**src/hw/rtl/tw_pkg.sv**
```systemverilog
`timescale 1ns / 1ps

package tw_pkg;

  localparam int RAW_W    = 24;
  localparam int SUM_W    = 28;
  localparam int GAIN_W   = 17;
  localparam int CNT_W    = 4;
  localparam int WEIGHT_W = 24;
  localparam int FUNC_W   = 2;
  localparam int KIND_W   = 2;
  localparam int CFG_IDX_W = 1;

  localparam int TARE_SAMPLES_DEF = 5;
  localparam int QUEUE_DEPTH_DEF  = 4;

  // Cycles from loading a sum into the divider until its quotient is registered.
  localparam int DIV_LAT   = 4;
  localparam int DIV_CNT_W = 3;

  localparam logic signed [GAIN_W-1:0] GAIN_LEFT_RST  = 17'sd7664;
  localparam logic signed [GAIN_W-1:0] GAIN_RIGHT_RST = -17'sd7381;

  localparam logic [FUNC_W-1:0] FUNC_READ = 2'd0;
  localparam logic [FUNC_W-1:0] FUNC_TARE = 2'd1;
  localparam logic [FUNC_W-1:0] FUNC_LAST = 2'd2;

  localparam logic [KIND_W-1:0] KIND_READ = 2'd0;
  localparam logic [KIND_W-1:0] KIND_LOAD = 2'd1;
  localparam logic [KIND_W-1:0] KIND_STAT = 2'd2;

  localparam logic [CFG_IDX_W-1:0] CFG_GAIN_LEFT  = 1'b0;
  localparam logic [CFG_IDX_W-1:0] CFG_GAIN_RIGHT = 1'b1;

  typedef struct packed {
    logic [KIND_W-1:0]        kind;
    logic                     fin;
    logic signed [RAW_W-1:0]  raw_left;
    logic signed [RAW_W-1:0]  raw_right;
    logic signed [SUM_W-1:0]  sum_left;
    logic signed [SUM_W-1:0]  sum_right;
    logic                     connected;
    logic                     taring;
  } tw_entry_t;

  typedef struct packed {
    logic [KIND_W-1:0] kind;
    logic              connected;
    logic              taring;
  } tw_tag_t;

endpackage

```
**src/hw/rtl/tw_if.sv**
```systemverilog
`timescale 1ns / 1ps

interface tw_in_if;
  import tw_pkg::*;
  logic                    valid;
  logic                    ready;
  logic [FUNC_W-1:0]       func;
  logic signed [RAW_W-1:0] raw_left;
  logic signed [RAW_W-1:0] raw_right;
  logic                    cells_present;

  modport source (output valid, func, raw_left, raw_right, cells_present, input ready);
  modport sink (input valid, func, raw_left, raw_right, cells_present, output ready);
endinterface


```
**src/hw/rtl/tw_front.sv**
```systemverilog
`timescale 1ns / 1ps

module tw_front import tw_pkg::*; #(
  parameter int TARE_SAMPLES = TARE_SAMPLES_DEF
) (
  input  logic       clk,
  input  logic       rst,
  tw_in_if.sink      sample,
  output tw_entry_t  entry,
  output logic       entry_valid,
  input  logic       entry_ready
);

  logic signed [RAW_W-1:0] last_left, last_left_next;
  logic signed [RAW_W-1:0] last_right, last_right_next;
  logic signed [SUM_W-1:0] sum_left, sum_left_next;
  logic signed [SUM_W-1:0] sum_right, sum_right_next;
  logic [CNT_W-1:0]        tare_count, tare_count_next;
  logic                    tare_active, tare_active_next;
  logic                    present_flag, present_flag_next;
  logic                    accept;

  assign sample.ready = entry_ready;
  assign entry_valid  = sample.valid;
  assign accept       = sample.valid && entry_ready;

  always_comb begin
    last_left_next    = last_left;
    last_right_next   = last_right;
    sum_left_next     = sum_left;
    sum_right_next    = sum_right;
    tare_count_next   = tare_count;
    tare_active_next  = tare_active;
    present_flag_next = present_flag;
    entry.kind        = KIND_STAT;
    entry.fin         = 1'b0;
    entry.raw_left    = last_left;
    entry.raw_right   = last_right;
    case (sample.func)
      FUNC_READ: begin
        last_left_next    = sample.raw_left;
        last_right_next   = sample.raw_right;
        present_flag_next = sample.cells_present;
        entry.kind        = KIND_READ;
        entry.raw_left    = sample.raw_left;
        entry.raw_right   = sample.raw_right;
        if (tare_active) begin
          sum_left_next   = sum_left + SUM_W'(sample.raw_left);
          sum_right_next  = sum_right + SUM_W'(sample.raw_right);
          tare_count_next = tare_count + CNT_W'(1);
          if (tare_count_next >= CNT_W'(TARE_SAMPLES)) begin
            tare_active_next = 1'b0;
            entry.fin        = 1'b1;
          end
        end
      end
      FUNC_TARE: begin
        if (present_flag) begin
          tare_active_next = 1'b1;
          tare_count_next  = '0;
          sum_left_next    = '0;
          sum_right_next   = '0;
        end
      end
      FUNC_LAST: begin
        if (present_flag) begin
          entry.kind = KIND_LOAD;
        end
      end
      default: begin
      end
    endcase
    entry.sum_left  = sum_left_next;
    entry.sum_right = sum_right_next;
    entry.connected = present_flag_next;
    entry.taring    = present_flag_next && tare_active_next;
  end

  always_ff @(posedge clk) begin
    if (rst) begin
      last_left    <= '0;
      last_right   <= '0;
      sum_left     <= '0;
      sum_right    <= '0;
      tare_count   <= '0;
      tare_active  <= 1'b1;
      present_flag <= 1'b0;
    end else if (accept) begin
      last_left    <= last_left_next;
      last_right   <= last_right_next;
      sum_left     <= sum_left_next;
      sum_right    <= sum_right_next;
      tare_count   <= tare_count_next;
      tare_active  <= tare_active_next;
      present_flag <= present_flag_next;
    end
  end

endmodule

```
**src/flat_wrapper.sv**
```systemverilog
// flat-port wrapper written by rule: the top's interface ports become plain ports
module tw_front_flat import tw_pkg::*;
#(
  parameter int TARE_SAMPLES = TARE_SAMPLES_DEF
)
  (clk, rst, entry, entry_valid, entry_ready, sample_valid, sample_func, sample_raw_left, sample_raw_right, sample_cells_present, sample_ready);
  tw_in_if sample_i ();
  input  logic clk;
  input  logic rst;
  output tw_entry_t entry;
  output logic entry_valid;
  input  logic entry_ready;
  input wire logic [$bits(sample_i.valid)-1:0] sample_valid;
  input wire logic [$bits(sample_i.func)-1:0] sample_func;
  input wire logic [$bits(sample_i.raw_left)-1:0] sample_raw_left;
  input wire logic [$bits(sample_i.raw_right)-1:0] sample_raw_right;
  input wire logic [$bits(sample_i.cells_present)-1:0] sample_cells_present;
  output wire logic [$bits(sample_i.ready)-1:0] sample_ready;
  assign sample_i.valid = sample_valid;
  assign sample_i.func = sample_func;
  assign sample_i.raw_left = sample_raw_left;
  assign sample_i.raw_right = sample_raw_right;
  assign sample_i.cells_present = sample_cells_present;
  assign sample_ready = sample_i.ready;
  tw_front #(.TARE_SAMPLES(TARE_SAMPLES)) u_core (.clk(clk), .rst(rst), .sample(sample_i), .entry(entry), .entry_valid(entry_valid), .entry_ready(entry_ready));
endmodule
```
**config.mk**
```make
export PLATFORM = sky130hd
export DESIGN_NAME = tw_front_flat
export DESIGN_NICKNAME = d
export VERILOG_FILES = /design/src/hw/rtl/tw_pkg.sv /design/src/hw/rtl/tw_if.sv /design/src/hw/rtl/tw_front.sv /design/src/flat_wrapper.sv
export SDC_FILE = /design/constraint.sdc
export NUM_CORES = 1
export LEC_CHECK = 0
export ABC_AREA = 1
export BUFFER_PORTS_ARGS = -buffer_cell sky130_fd_sc_hd__buf_4
export CORE_MARGIN = 1.5
export CORE_UTILIZATION = 53
export CTS_BUF_LIST = sky130_fd_sc_hd__clkbuf_8
export DETAILED_ROUTE_END_ITERATION = 6
export PLACE_DENSITY = 0.73
export SYNTH_ARGS = -nofsm -noshare
export SYNTH_HDL_FRONTEND = slang
export SYNTH_SLANG_ARGS = --single-unit
export TNS_END_PERCENT = 1
```
**constraint.sdc**
```tcl
create_clock -name clk -period 2.38 [get_ports clk]
set_input_delay 0.238 -clock clk [delete_from_list [all_inputs] [get_ports clk]]
set_output_delay 0.238 -clock clk [all_outputs]
set_load 0.1 [all_outputs]
```
==> results.tsv <==
stage	metric	value	unit
clock_tree	clock_latency	0.41	ns
route	drt-initial-drc-count	953	
layout	n_antenna_cell	0	
synthesis	synth_edf_count	0	
worst_setup_path	critPathBufInv	3	
timing	fin_skew	0.0127	ns
timing	fin_crit_sh	1.12	
worst_setup_path	worst-path-max-fanout	4	
worst_setup_path	worst-path-stages	10	
layout	area_growth	39.6	%
route	viasPerCell	5.31	
synthesis	synth_seq_area_share	0.234	
layout	final_cell_count_no_fill	2102	
placed_design	gp_congestion	1.01	
worst_hold_path	hold_path_class	in2reg	
power	leakage	6.72	nW
grt	grt_use_met1	0.454	
die	start_util	0.544	
synthesis	async_flop_share	0	
worst_setup_path	rrSetupSlack	0.18	ns
clock_tree	hold_buffers	0	
grt	gr-max-usage-layer	met2	
route	routed_wl	31800	um
flow_run	max-cap-violations	0	
timing	max_freq	377	MHz
placed_design	portBuffers	165	
power	irDropWorstVdd	374	uV
power	fin_total_pwr	0.00682	W
worst_setup_path	rr_worst_depth	12	
synthesis	syn_inst	1673	
status	violations	DRC, setup timing	
timing	final-max-slew-violation-count	0	
layout	final_nets	1987	
route	num_vias	11200	
timing	rsz0062_at_grt	true	
clock_tree	clockBufferDepth	2	
timing	fin_crit	2.66	ns
worst_setup_path	reg2reg_to	u_core.sum_right[8]$_SDFFE_PP0P_	
worst_setup_path	critPathLaunch	u_core.sum_right[0]$_SDFFE_PP0P_	
timing	hold_viol_final	0	
status	status	finished with violations	
synthesis	ys_warn_count	0	
worst_hold_path	hold_depth	3	
die	ios	166	
grt	grt_max_degree	100	
die	die_h	136	um
grt	grt_pass1_vias	9891	
grt	grt_antenna_before_repair	0	
synthesis	postSynthAreaPerCell	5.62	um^2
worst_setup_path	worstPathArrival	2.42	ns
synthesis	synth_ff_type	dfxtp_1	
timing	fin_ws	-0.276	ns
worst_setup_path	slowest_stage	fa_2	
grt	grtUsageMet2	0.527	
clock_tree	cts_tree	yes	
clock_tree	cts_buffers	9	
die	fp-row-count	48	
worst_setup_path	critPathLaunchType	register	
timing	slew_headroom	0.606	
route	ant_nets	0	
route	avgRoutedWirePerCell	15.1	um
clock_tree	clkTransAtPathRegs	0.11	ns
power	powerDensity	519	nW/um^2
grt	grt_usage	0.329	
worst_setup_path	end_kind	output port	
clock_tree	htreeDepth	3	
timing	tightest_slew	0.584	ns
die	die_w	136	um
layout	drive_gt1_frac	0.259	
die	coreArea	17300	um^2
synthesis	ys_types	37	
route	drc	9	
clock_tree	cts.sinks	110	
synthesis	synth_area	9400	um^2
worst_setup_path	cpLargestDelayFamily	adder cells	
synthesis	synth_seq_cells	110	
placed_design	post-dp-hpwl	22300	um
worst_setup_path	cp.required	2.14	ns
synthesis	syn_nets	1787	
grt	overflow	0	
worst_hold_path	hold_path_end	u_core.present_flag$_SDFFE_PP0P_	
worst_setup_path	critPathMaxStageDelay	0.42	ns
grt	grt_use_met3	0.0511	
clock_tree	clock-root-buffer	clkbuf_8	
grt	grt_pass1_wl	48300	um
die	die-area	18600	um^2
route	firstDrtPassIters	7	
worst_setup_path	crit_type	reg2out	
worst_setup_path	path_cells	ha_4 > inv_2 > fa_2 > o21ai_4 > nand2_2 > nand2_4 > buf_6 > xnor2_1 > o21ai_2 > buf_12	
placed_design	dp_cells	2080	
worst_hold_path	hold_path.startpoint	sample_cells_present	
timing	finalSetupViolations	43	
worst_setup_path	worstReg2RegStart	u_core.sum_right[0]$_SDFFE_PP0P_	
-- what timing repair did --
action	in CTS	in global routing
resized for setup	249	107
pin swaps	11	23
endpoints found under the setup margin	52	52
setup buffers	1	6
-- per-layer routing --
layer  wire length [um]  share of wire
met5                  0              0
met2              14200           0.45
met3               2400          0.075
met4                607          0.019
met1              14600           0.46
-- layout by cell type (no fill, tap or decap), types with 40 or more instances in the layout --
cell	synthesis	routed
buf_4	3	188
o21ai_0	147	128
nand3_1	114	92
nor2_1	133	106
nand2_1	527	476
buf_12	0	40
a21oi_1	124	113
nand2_2	1	50
ha_4	0	44
inv_1	307	300
dfxtp_1	110	81
-- worst max path at each step --
stage	endpoint	slack, ns
2_1_floorplan	u_core.sum_right[11]$_SDFFE_PP0P_	-0.63
3_3_place_gp	entry[54]	-0.03
3_5_place_dp	entry[54]	-0.05
4_1_cts	entry[50]	-0.22
5_1_grt	entry[42]	-0.35
6_report	entry[10]	-0.28
-- kinds of logic after synthesis --
| family | share of synthesized area |
|---|---|
| AO/OA/AOI/OAI | 0.166 |
| flip-flops | 0.234 |
| AND/OR/NAND/NOR | 0.360 |
| XOR/XNOR | 0.00931 |
| adder cells (fa/ha/maj) | 0.0801 |
| buffers and inverters | 0.151 |
-- metrics by stage --
step | setup WS (ns) | cell area [um^2] | setup TNS, ns | util | hold slack [ns]
finish | -0.276 | 13100 | -6.82 | 0.759 | 0.128
global route | -0.350 | 13100 | -11.57 | 0.759 | 0.148
CTS | -0.220 | 12700 | -5.67 | 0.732 | 0.121
detailed placement | -0.0505 | 11300 | -0.108 | 0.654 | 0.440
global placement | -0.0267 | 11300 | -0.0783 | 0.654 | 0.435
floorplan | -0.628 | 9410 | -32.90 | - | 0.425
-- worst register-to-register path: stages (launching register included) --
cell	delay (ns)
dfxtp_2	0.37
ha_4	0.15
inv_2	0.04
fa_2	0.42
o21ai_4	0.20
nand2_2	0.09
nand2_4	0.13
buf_6	0.11
xnor2_1	0.06
o21ai_2	0.23
buf_4	0.16
nand2_1	0.04
a21oi_1	0.14
-- synth_stat cells, types with 9 or more instances --
master,instances,share of area
a21oi_1,124,0.066
nand4_1,17,0.011
clkbuf_1,38,0.015
nand3b_1,9,0.0072
dfxtp_1,110,0.23
inv_1,307,0.12
o21ai_0,147,0.078
nand2_1,527,0.21
nand3_1,114,0.061
ha_1,57,0.076
nor2_1,133,0.053
buf_2,9,0.0048
-- area by class of cell --
type,instances,area [um^2]
timing repair buffer,246,2430
clock buffer,9,124
tap,225,282
fill,1379,4160
sequential,110,2240
clock inverter,6,53.8
inverter,314,1180
multi-input combinational,1192,6820
-- state kept, by name, indices dropped and copies added (netlist names) --
name                 count
u_core.tare_active       1
u_core.tare_count        4
u_core.last_right       24
u_core.sum_right        28
u_core.last_left        24
u_core.present_flag      1
u_core.sum_left         28
-- report_power, final --
group	internal [W]	total, W	switching, W
Clock	0.000395	0.00116	0.000766
Combinational	0.00117	0.00364	0.00248
Sequential	0.00194	0.00201	0.0000756
Total	0.00350	0.00682	0.00332
Note: power is estimated with default switching activity, not from simulation.
