--- config.mk ---
export PLATFORM = sky130hd
export DESIGN_NAME = tw_fifo
export DESIGN_NICKNAME = d
export VERILOG_FILES = /design/src/hw/rtl/tw_pkg.sv /design/src/hw/rtl/tw_fifo.sv
export SDC_FILE = /design/constraint.sdc
export NUM_CORES = 1
export LEC_CHECK = 0
export BUFFER_PORTS_ARGS = -buffer_cell sky130_fd_sc_hd__buf_2
export CAP_MARGIN = 20
export CORE_MARGIN = 2
export CORE_UTILIZATION = 45
export CTS_CLUSTER_SIZE = 30
export DETAILED_ROUTE_END_ITERATION = 16
export PLACE_DENSITY = 0.76
export SETUP_SLACK_MARGIN = 0.5
export SLEW_MARGIN = 20
export SYNTH_ARGS = -nofsm -noshare
export SYNTH_HDL_FRONTEND = slang
export SYNTH_SLANG_ARGS = --single-unit
export TNS_END_PERCENT = 1
--- constraint.sdc ---
create_clock -name clk -period 3 [get_ports clk]
set_input_delay 0 -clock clk [delete_from_list [all_inputs] [get_ports clk]]
set_output_delay 0 -clock clk [all_outputs]
set_load 0.03 [all_outputs]
--- src/hw/rtl/tw_pkg.sv ---
`timescale 1ns / 1ps

package tw_pkg;

  localparam int RAW_W    = 24;
  localparam int SUM_W    = 28;
  localparam int GAIN_W   = 17;
  localparam int CNT_W    = 4;
  localparam int WEIGHT_W = 24;
  localparam int FUNC_W   = 2;
  localparam int KIND_W   = 2;
  localparam int CFG_IDX_W = 1;

  localparam int TARE_SAMPLES_DEF = 5;
  localparam int QUEUE_DEPTH_DEF  = 4;

  // Cycles from loading a sum into the divider until its quotient is registered.
  localparam int DIV_LAT   = 4;
  localparam int DIV_CNT_W = 3;

  localparam logic signed [GAIN_W-1:0] GAIN_LEFT_RST  = 17'sd7664;
  localparam logic signed [GAIN_W-1:0] GAIN_RIGHT_RST = -17'sd7381;

  localparam logic [FUNC_W-1:0] FUNC_READ = 2'd0;
  localparam logic [FUNC_W-1:0] FUNC_TARE = 2'd1;
  localparam logic [FUNC_W-1:0] FUNC_LAST = 2'd2;

  localparam logic [KIND_W-1:0] KIND_READ = 2'd0;
  localparam logic [KIND_W-1:0] KIND_LOAD = 2'd1;
  localparam logic [KIND_W-1:0] KIND_STAT = 2'd2;

  localparam logic [CFG_IDX_W-1:0] CFG_GAIN_LEFT  = 1'b0;
  localparam logic [CFG_IDX_W-1:0] CFG_GAIN_RIGHT = 1'b1;

  typedef struct packed {
    logic [KIND_W-1:0]        kind;
    logic                     fin;
    logic signed [RAW_W-1:0]  raw_left;
    logic signed [RAW_W-1:0]  raw_right;
    logic signed [SUM_W-1:0]  sum_left;
    logic signed [SUM_W-1:0]  sum_right;
    logic                     connected;
    logic                     taring;
  } tw_entry_t;

  typedef struct packed {
    logic [KIND_W-1:0] kind;
    logic              connected;
    logic              taring;
  } tw_tag_t;

endpackage

--- src/hw/rtl/tw_fifo.sv ---
`timescale 1ns / 1ps

module tw_fifo import tw_pkg::*; #(
  parameter int DEPTH = QUEUE_DEPTH_DEF
) (
  input  logic      clk,
  input  logic      rst,
  input  tw_entry_t wdata,
  input  logic      push_valid,
  output logic      push_ready,
  output tw_entry_t rdata,
  output logic      pop_valid,
  input  logic      pop_ready
);

  localparam int PTR_W = (DEPTH > 1) ? $clog2(DEPTH) : 1;
  localparam int CNT_W_Q = $clog2(DEPTH + 1);

  tw_entry_t          slots [DEPTH];
  logic [PTR_W-1:0]   wr_ptr;
  logic [PTR_W-1:0]   rd_ptr;
  logic [CNT_W_Q-1:0] fill;
  logic               push;
  logic               pop;

  assign push_ready = (fill != CNT_W_Q'(DEPTH));
  assign pop_valid  = (fill != '0);
  assign push       = push_valid && push_ready;
  assign pop        = pop_valid && pop_ready;
  assign rdata      = slots[rd_ptr];

  always_ff @(posedge clk) begin
    if (push) begin
      slots[wr_ptr] <= wdata;
    end
  end

  always_ff @(posedge clk) begin
    if (rst) begin
      wr_ptr <= '0;
      rd_ptr <= '0;
      fill   <= '0;
    end else begin
      if (push) begin
        wr_ptr <= (wr_ptr == PTR_W'(DEPTH - 1)) ? '0 : wr_ptr + PTR_W'(1);
      end
      if (pop) begin
        rd_ptr <= (rd_ptr == PTR_W'(DEPTH - 1)) ? '0 : rd_ptr + PTR_W'(1);
      end
      if (push && !pop) begin
        fill <= fill + CNT_W_Q'(1);
      end else if (pop && !push) begin
        fill <= fill - CNT_W_Q'(1);
      end
    end
  end

endmodule

==> summary by stage, run 1 <==
Run status
The flow ran to the end, and the final reports show no timing, DRC or antenna violations.

Critical path
The setup slack of the most critical reg-to-reg path is around 0.67 ns. The worst setup path is launched from a flip-flop. For the worst flop-to-flop path, the logic depth is 8.

The worst register-to-register path begins at fill[0]. The data arrival time at the worst-slack endpoint is around 2.8 ns. For the worst setup path, the data required time is 3.49 ns. In this run the worst path has a maximum fanout of 7.

The category of the worst setup path capture point is a flip-flop. The critical path is of the reg -> reg type. The worst reg2reg path endpoint is fill[2].

STA
The worst slew slack as a fraction of its limit is approximately 60%. Setup repair after global routing left no endpoint under its margin. The max-slew violation total from the final report is 0.

The time the worst path needs with I/O delays and setup is ~2.3 ns. The count of final hold-check violations is 0. The final number of setup-violating endpoints is 0. The setup skew after layout is around 0.012 ns. For the pin with the worst max-slew slack, the measured transition is between 0.5 and 0.6 ns.

The post-route fraction of the period consumed by the critical path is between 70% and 80%. The final-layout setup total negative slack is 0 ns. The highest attainable clock frequency is 0.4291 GHz.

Yosys
Counting flops and latches in the post-synthesis netlist gives around 450. Summing the sequential cell areas from Yosys gives 82.08% of the chip area. By area the synthesized netlist is led by edfxtp_1 (81%), mux4_2 (15%), dfxtp_1 (1.1%). Counting every net in the synthesized netlist gives between 700 and 800. Synthesis instantiated 27 different standard cells from the library. In the synthesized netlist, the number of instances is 617. Summed over all instances, the cell type with the most area after synthesis is edfxtp_1.

The top cell type by area accounts for 80.97% of the synthesized area. The area of the mapped netlist is 16170 sq um. Averaged over all synthesized cells, the footprint is between 20 and 30 sq um. For this run, the number of Yosys warnings is 0.

Clock tree
The number of clock sinks is approximately 450. The number of buffers created by CTS is 45. TritonCTS built the clock tree. Clock latency on the worst-skew pair, taken at its later pin, is ~0.56 ns. The clock tree buffer depth is 3. The tree is rooted in a clkbuf_16. The deepest level of the CTS H-tree is 2. After clock tree synthesis, the clock-pin slew on the worst setup and hold paths is around 0.06 ns.

Pwr
The peak supply drop is ~0.00071 V. The static leakage power is roughly 7.0 nW. The power density normalized to cell area is between 800 and 900 nW/um^2.

The overall power consumption is 17.34 mW.

Global routing
The number of global-route vias before repair is 8646. Summed over all layers, the global routing overflow is 0. The largest net degree at the start of global routing is 52. Global routing used between 15 and 20% of the available tracks across all layers.

The wire length of the first global-routing pass is ~50 mm. The initial antenna violation count was 2.

Final layout
The number of nets at the end of the flow is approximately 1100. Across the whole layout, storage elements account for ~13000 sq um. From synthesis to final layout, the design area changed by 27.41%. The area taken by multi-input logic gates is ~2800 sq um. The layout filler cell count is approximately 2500. In the final layout, the share of cells above drive strength 1 is between 40% and 50%.

Min path
The beginning of the worst hold path is wdata[68]. The hold path depth is 2. The worst-case hold path end point is slots[0][68]. The type of the tightest min-delay check is in -> reg.

Floorplanning
The die is 193.6 um tall. The horizontal die dimension is about 190 um. The placeable core region is around 35000 sq um. The initialized floorplan defines around 70 standard-cell rows. The number of top-level design ports is around 220. Once the floorplan was initialized, standard cells occupied between 40% and 50% of the core. The die covers around 37000 sq um.

Job
The reported max-cap violation count is 0.

Drt
Once detail routing completed, the nets flagged for antenna violations numbered 0. Detailed routing inserted a total of 7826 vias. After detailed routing, the average wire length per cell comes to 21.81 um. The final wirelength is about 32 mm. The first detailed-routing pass took 4 iterations. The number of vias per cell is approximately 5.3.

In the routed design, unresolved DRC markers number 0. The detailed router finished its first iteration with around 400 violations.

Placement
Port buffering added 223 buffers. Routability-driven placement finished with a final weighted congestion of 0.7092. Summed over all nets, the half-perimeter wirelength after detailed placement is roughly 19 mm.
[worst max-delay path by stage]
stage	startpoint	end	slack (ns)	depth (start not counted)
after global routing	fill[0]	fill[2]	0.53	8
after global placement	fill[0]	fill[2]	0.71	7
after CTS	fill[1]	fill[2]	0.53	7
final	fill[0]	fill[2]	0.67	8
after floorplan	fill[0]	slots[0][0]	0.38	3
after detailed placement	fill[0]	fill[2]	0.54	7
[cell families after synthesis]
logic type / count (synthesis) / synth area share [%]
buffers and inverters: 29 / 0.9827
flip-flops: 445 / 82.08
AND/OR/NAND/NOR: 17 / 0.6576
adder cells (fa/ha/maj): 7 / 0.5880
multiplexers: 112 / 15.37
AO/OA/AOI/OAI: 5 / 0.2166
XOR/XNOR: 2 / 0.1083
[cell usage in the layout, fill, tap and decap left out, types with 2 or more instances in the layout]
| cell type | count |
|---|---|
| dlygate4sd3_1 | 112 |
| buf_4 | 8 |
| diode_2 | 2 |
| a21oi_1 | 2 |
| buf_12 | 14 |
| xor2_1 | 2 |
| nor2_1 | 3 |
| edfxtp_1 | 436 |
| mux4_2 | 109 |
| and3_4 | 4 |
| inv_1 | 3 |
| dfxtp_1 | 7 |
| dfxtp_4 | 2 |
| clkbuf_16 | 47 |
| bufinv_16 | 3 |
| or3_2 | 2 |
| clkbuf_1 | 7 |
| mux2i_1 | 3 |
| nand2b_1 | 2 |
| clkinv_2 | 7 |
| clkinv_1 | 9 |
| ha_1 | 6 |
| buf_2 | 223 |
| clkinvlp_4 | 2 |
| o31ai_2 | 2 |
[Yosys cell counts, drive strengths merged]
cell type,n
xor2,2
a21oi,2
or3,3
nand2,1
o31ai,2
fa,1
o21ai,1
clkbuf,8
mux2i,3
mux4,109
nand2b,2
buf,18
and3,4
ha,6
nor2,3
nor3,1
or3b,1
edfxtp,436
dfxtp,9
nand3,1
and2,1
inv,3
[power by group]
| group | switching, mW | internal, mW |
|---|---|---|
| Sequential | 0.238 | 7.53 |
| Combinational | 2.61 | 1.65 |
| Clock | 2.21 | 3.10 |
[routing by layer]
metal | GRT usage [%] | vias to the layer above | wire length [um]
met5 | 0 | - | 0
met4 | 6.333 | 0 | 748
met3 | 4.219 | 49 | 2080
met2 | 29.02 | 261 | 15990
met1 | 23.43 | 4086 | 13630
li1 | - | 3430 | -
[final cells by class]
class / count / area share [%]
well taps: 461 / 2.800
repair buffers: 357 / 12.51
diodes: 2 / 0.02429
clock buffers: 54 / 5.836
flip-flops and latches: 445 / 64.46
inverters: 3 / 0.05465
clock inverters: 23 / 0.9291
multi-input cells: 143 / 13.39
[state kept, by name (all words and copies together), names as in the netlist, named ones only]
signal and flops:
fill 3, rd_ptr 2, slots 436, wr_ptr 2
[critical path, cell delays in order, from the launching register on]
cell and delay (ns):
dfxtp_1 0.44, or3b_1 0.27, and2_4 0.20, ha_1 0.19, inv_1 0.06, fa_1 0.38
xor2_1 0.16, or3_2 0.41, a21oi_1 0.15
[per-stage QoR]
step           setup slack, ns  utilization [%]  std cells  hold slack [ns]  area [sq um]
3_3_place_gp            0.7144            50.89       1296           0.2114         18060
4_1_cts                 0.5260            58.04       1486           0.1462         20590
3_5_place_dp            0.5390            50.89       1296           0.2160         18060
6_report                0.6697            58.07       1488           0.1835         20600
5_1_grt                 0.5260            58.07       1488           0.1810         20600
2_1_floorplan           0.3835                -        617          0.09887         16170
[what timing repair did]
action	in CTS	in global routing
endpoints found under the setup margin	33	1
endpoints found under the hold margin	445	0
buffers inserted	1	0
resized for setup	0	1
hold buffers	112	0
(Power assumes the default switching activity.)
==> run 2: changes to the inputs <==
PLACE_DENSITY = 0.78   (was 0.76)
clock period = 1.88 ns   (was 3 ns; I/O delays follow)
==> run 2 against run 1 <==
  * Cell area up 5.1%
  * Critical endpoint is now rdata[20]
  * Via count up 2.6%
  * Register-to-register slack worse by 0.72 ns
  * Power up 69%
  * Clock-buffer cell count down 1
  * Largest cell class unchanged
  * Critical path depth down 4
  * The flow now finishes with violations (hold timing, setup timing)
  * Cell count up 2.2%
  * Critical path type is now reg -> out
  * Global-route usage up 0.69 points
==> summary by stage, run 2 (synthesis results as in run 1) <==
Floorplanning
The horizontal die dimension is 193.6 um (unchanged). The die boundary height is 193.6 um (unchanged). The full die area is 37470 sq um (unchanged). The number of cell rows is 69 (unchanged).

The placeable core region is 35480 sq um (unchanged). The number of top-level design ports is 224 (unchanged). The starting density of the core is 45.57% (unchanged).

STA
The worst slack on hold paths is -0.01194 ns (-0.1954 ns). Static timing analysis puts the maximum clock frequency at 0.4950 GHz. The max-slew violation total from the final report was 0 (unchanged). The count of final hold-check violations is 1 (+1).

The post-route fraction of the period consumed by the critical path is 107.5%. The actual transition at the worst max-transition pin is 0.5128 ns (-0.08348 ns). The worst slew slack as a fraction of its limit is 65.81% (+5.6 points). The final number of setup-violating endpoints is 109 (+109).

The slack of the critical path is -0.1402 ns (-0.8099 ns). The setup skew after layout is 0.02546 ns (+0.01335 ns). The time the worst path needs with I/O delays and setup is 2.020 ns.

Setup repair after global routing could not meet its margin everywhere.

Placement
The HPWL after detailed placement is 19.20 mm (+2.7%). The number of cells after detailed placement was 1314 (+1.4%). The placer's final routability congestion estimate is 0.7307 (+3.0%). The cell area after placement is 18270 sq um (+1.2%). The count of input and output buffers is 223 (unchanged).

Pwr
The static leakage power is 7.383 nW (+5.9%). The fraction of power consumed by combinational cells is 29.2% (+4.6 points). The switching power of the nets is 8.475 mW (+68%). The power density normalized to cell area is 1355 nW/um^2 (+61%).

The internal power component is 20.86 mW (+70%). The switching power as a share of total power came to 28.89% (-0.29 points). The part of the total power dissipated in the clock network is 28.8% (-1.8 points). The part of the total power dissipated in sequential elements is 42.0% (-2.8 points). The peak supply drop is 0.001309 V (+84%).

Final layout
The number of nets at the end of the flow is 1142 (+2.4%). The largest registers in the layout are slots (436), fill (3). Compared with the post-synthesis result, the final layout area differs by 33.89%. The final instance count without filler cells was 1520 (+2.2%). The flip-flop count of the largest register after layout is 436 (unchanged). The most common cell after layout, fill and taps aside is edfxtp_1. The share of the core filled with cells in the final layout is 61.02% (+3.0 points).

In the layout the commonest cells are edfxtp_1 (436), buf_2 (142), dlygate4sd3_1 (111). The proportion of layout cells with a drive suffix above 1 was 43.52% (+2.0 points). The register with the most flip-flops is slots.

The cell area after layout came to 21650 sq um (+5.1%). The layout filler cell count was 2359 (-6.0%).

Critical path
The required time of the worst setup path is 1.88 ns (-1.61 ns). The top fanout value on the critical path is 13 (+6). The worst setup path category is reg -> out. The data arrival time at the worst-slack endpoint came to 2.02 ns (-0.80 ns).

The category of the worst setup path capture point is an output pin. STA classifies the critical path startpoint as a flip-flop.

Drt
The wire length per cell after detailed routing is 22.32 um (+2.3%). The number of vias per cell is 5.282 (+0.42%). The number of vias after detailed routing came to 8028 (+2.6%).

The post-detailed-route DRC marker count was 0 (unchanged). The count of TritonRoute iterations in the first routing pass came to 4 (unchanged). The number of nets with antenna violations after detailed routing came to 0 (unchanged). The violation count after the first detailed-routing iteration is 488 (+22%). The final wirelength was 33.92 mm (+4.5%).

Clock tree
The deepest level of the CTS H-tree came to 2 (unchanged). The later-pin clock latency in the skew report came to 0.57 ns (about the same). The clock-pin slew on the worst setup and hold paths was 0.06 ns (about the same). The tree is rooted in a clkbuf_16. The total of hold buffers inserted after clock tree synthesis is 111 (-0.89%).

The number of buffers created by CTS is 44 (-2.2%). The TritonCTS clock tree is built. The clock tree buffer depth came to 3 (unchanged).

The number of clock sinks came to 445 (unchanged).

Global routing
The routing usage on met2 came to 30.50% (+1.5 points). The busiest layer in global routing is met2. The wire length of the first global-routing pass came to 52.15 mm (+3.4%). The total congestion overflow is 0 (unchanged).

The largest net degree at the start of global routing was 46 (-12%). The total global routing track utilization is 18.42% (+0.69 points). The global-route met3 utilization is 5.108% (+0.89 points). The initial antenna violation count is 2 (unchanged). The met1 track utilization from global routing is 23.98% (+0.54 points). The number of global-route vias before repair is 8750 (+1.2%).

Min path
The type of the tightest min-delay check is in -> reg.

Run status
The run finished, with violations left. The checks that failed: hold timing, setup timing.

Job
The reported max-cap violation count is 0 (unchanged).
==> run 2: cell count changes in the layout (fill, tap and decap cells not counted), moves of 2 or more <==
cell / before / now
or3_4: 0 / 2
buf_12: 14 / 20
dfxtp_4: 2 / 4
buf_8: 0 / 8
clkinv_1: 9 / 15
buf_4: 8 / 17
buf_2: 223 / 142
buf_16: 0 / 8
clkinvlp_4: 2 / 0
or3_2: 2 / 0
buf_6: 0 / 79
dfxtp_1: 7 / 4
==> run 2: final cells by class <==
cell class | count | area [sq um] | share of cell area, %
Tap cell | 461 | 576.8 | 2.664
Clock buffer | 53 | 1177 | 5.438
Clock inverter | 28 | 219.0 | 1.011
Inverter | 3 | 11.26 | 0.05201
Sequential cell | 445 | 13290 | 61.38
Timing Repair Buffer | 385 | 3580 | 16.53
Antenna cell | 2 | 5.005 | 0.02312
Multi-Input combinational cell | 143 | 2793 | 12.90
==> run 2: metrics by stage <==
stage,TNS (ns),total power [mW],worst slack (ns)
2_1_floorplan,-27.86,17.17,-0.1279
3_3_place_gp,-0.01220,19.34,-0.01220
3_5_place_dp,-0.08751,19.47,-0.08751
4_1_cts,-14.42,29.54,-0.1893
5_1_grt,-18.64,30.40,-0.2209
6_report,-10.16,29.34,-0.1402
==> run 2: power by group through the flow <==
stage | registers, mW | clock network [mW] | logic (mW)
4_1_cts | 12.3 | 8.61 | 8.64
3_3_place_gp | 12.4 | 0 | 6.93
6_report | 12.3 | 8.45 | 8.58
2_1_floorplan | 12.4 | 0 | 4.77
3_5_place_dp | 12.5 | 0 | 6.99
5_1_grt | 12.4 | 9.02 | 9.01
==> run 2: final timing paths <==
| kind | start | to | slack [ns] | cells past startpoint |
|---|---|---|---|---|
| max | flip-flop | rdata[20] | -0.14 | 4 |
| min | pop_ready | fill[0] | -0.01 | 5 |
| max reg2reg | fill[2] | fill[2] | -0.05 | 8 |
| min reg2reg | wr_ptr[1] | wr_ptr[1] | 0.54 | 2 |
==> run 2: what timing repair did <==
action / 4_1_cts / 5_1_grt
setup endpoints to repair: 550 / 550
buffers inserted: 8 / 0
pin swaps: 8 / 0
resized for setup: 194 / 7
gates cloned: 4 / 0
hold endpoints to repair: 445 / 1
==> run 2: layer usage <==
metal | wire length [um] | part of all wire (%)
met1 | 13930 | 41
met3 | 2057 | 6.1
met5 | 0 | 0
met2 | 17200 | 51
met4 | 739 | 2.2
==> run 2: critical path, cell delays in order (launching register included) <==
cell	delay [ns]
dfxtp_4	0.41
buf_12	0.16
buf_16	0.17
mux4_2	0.53
buf_2	0.20
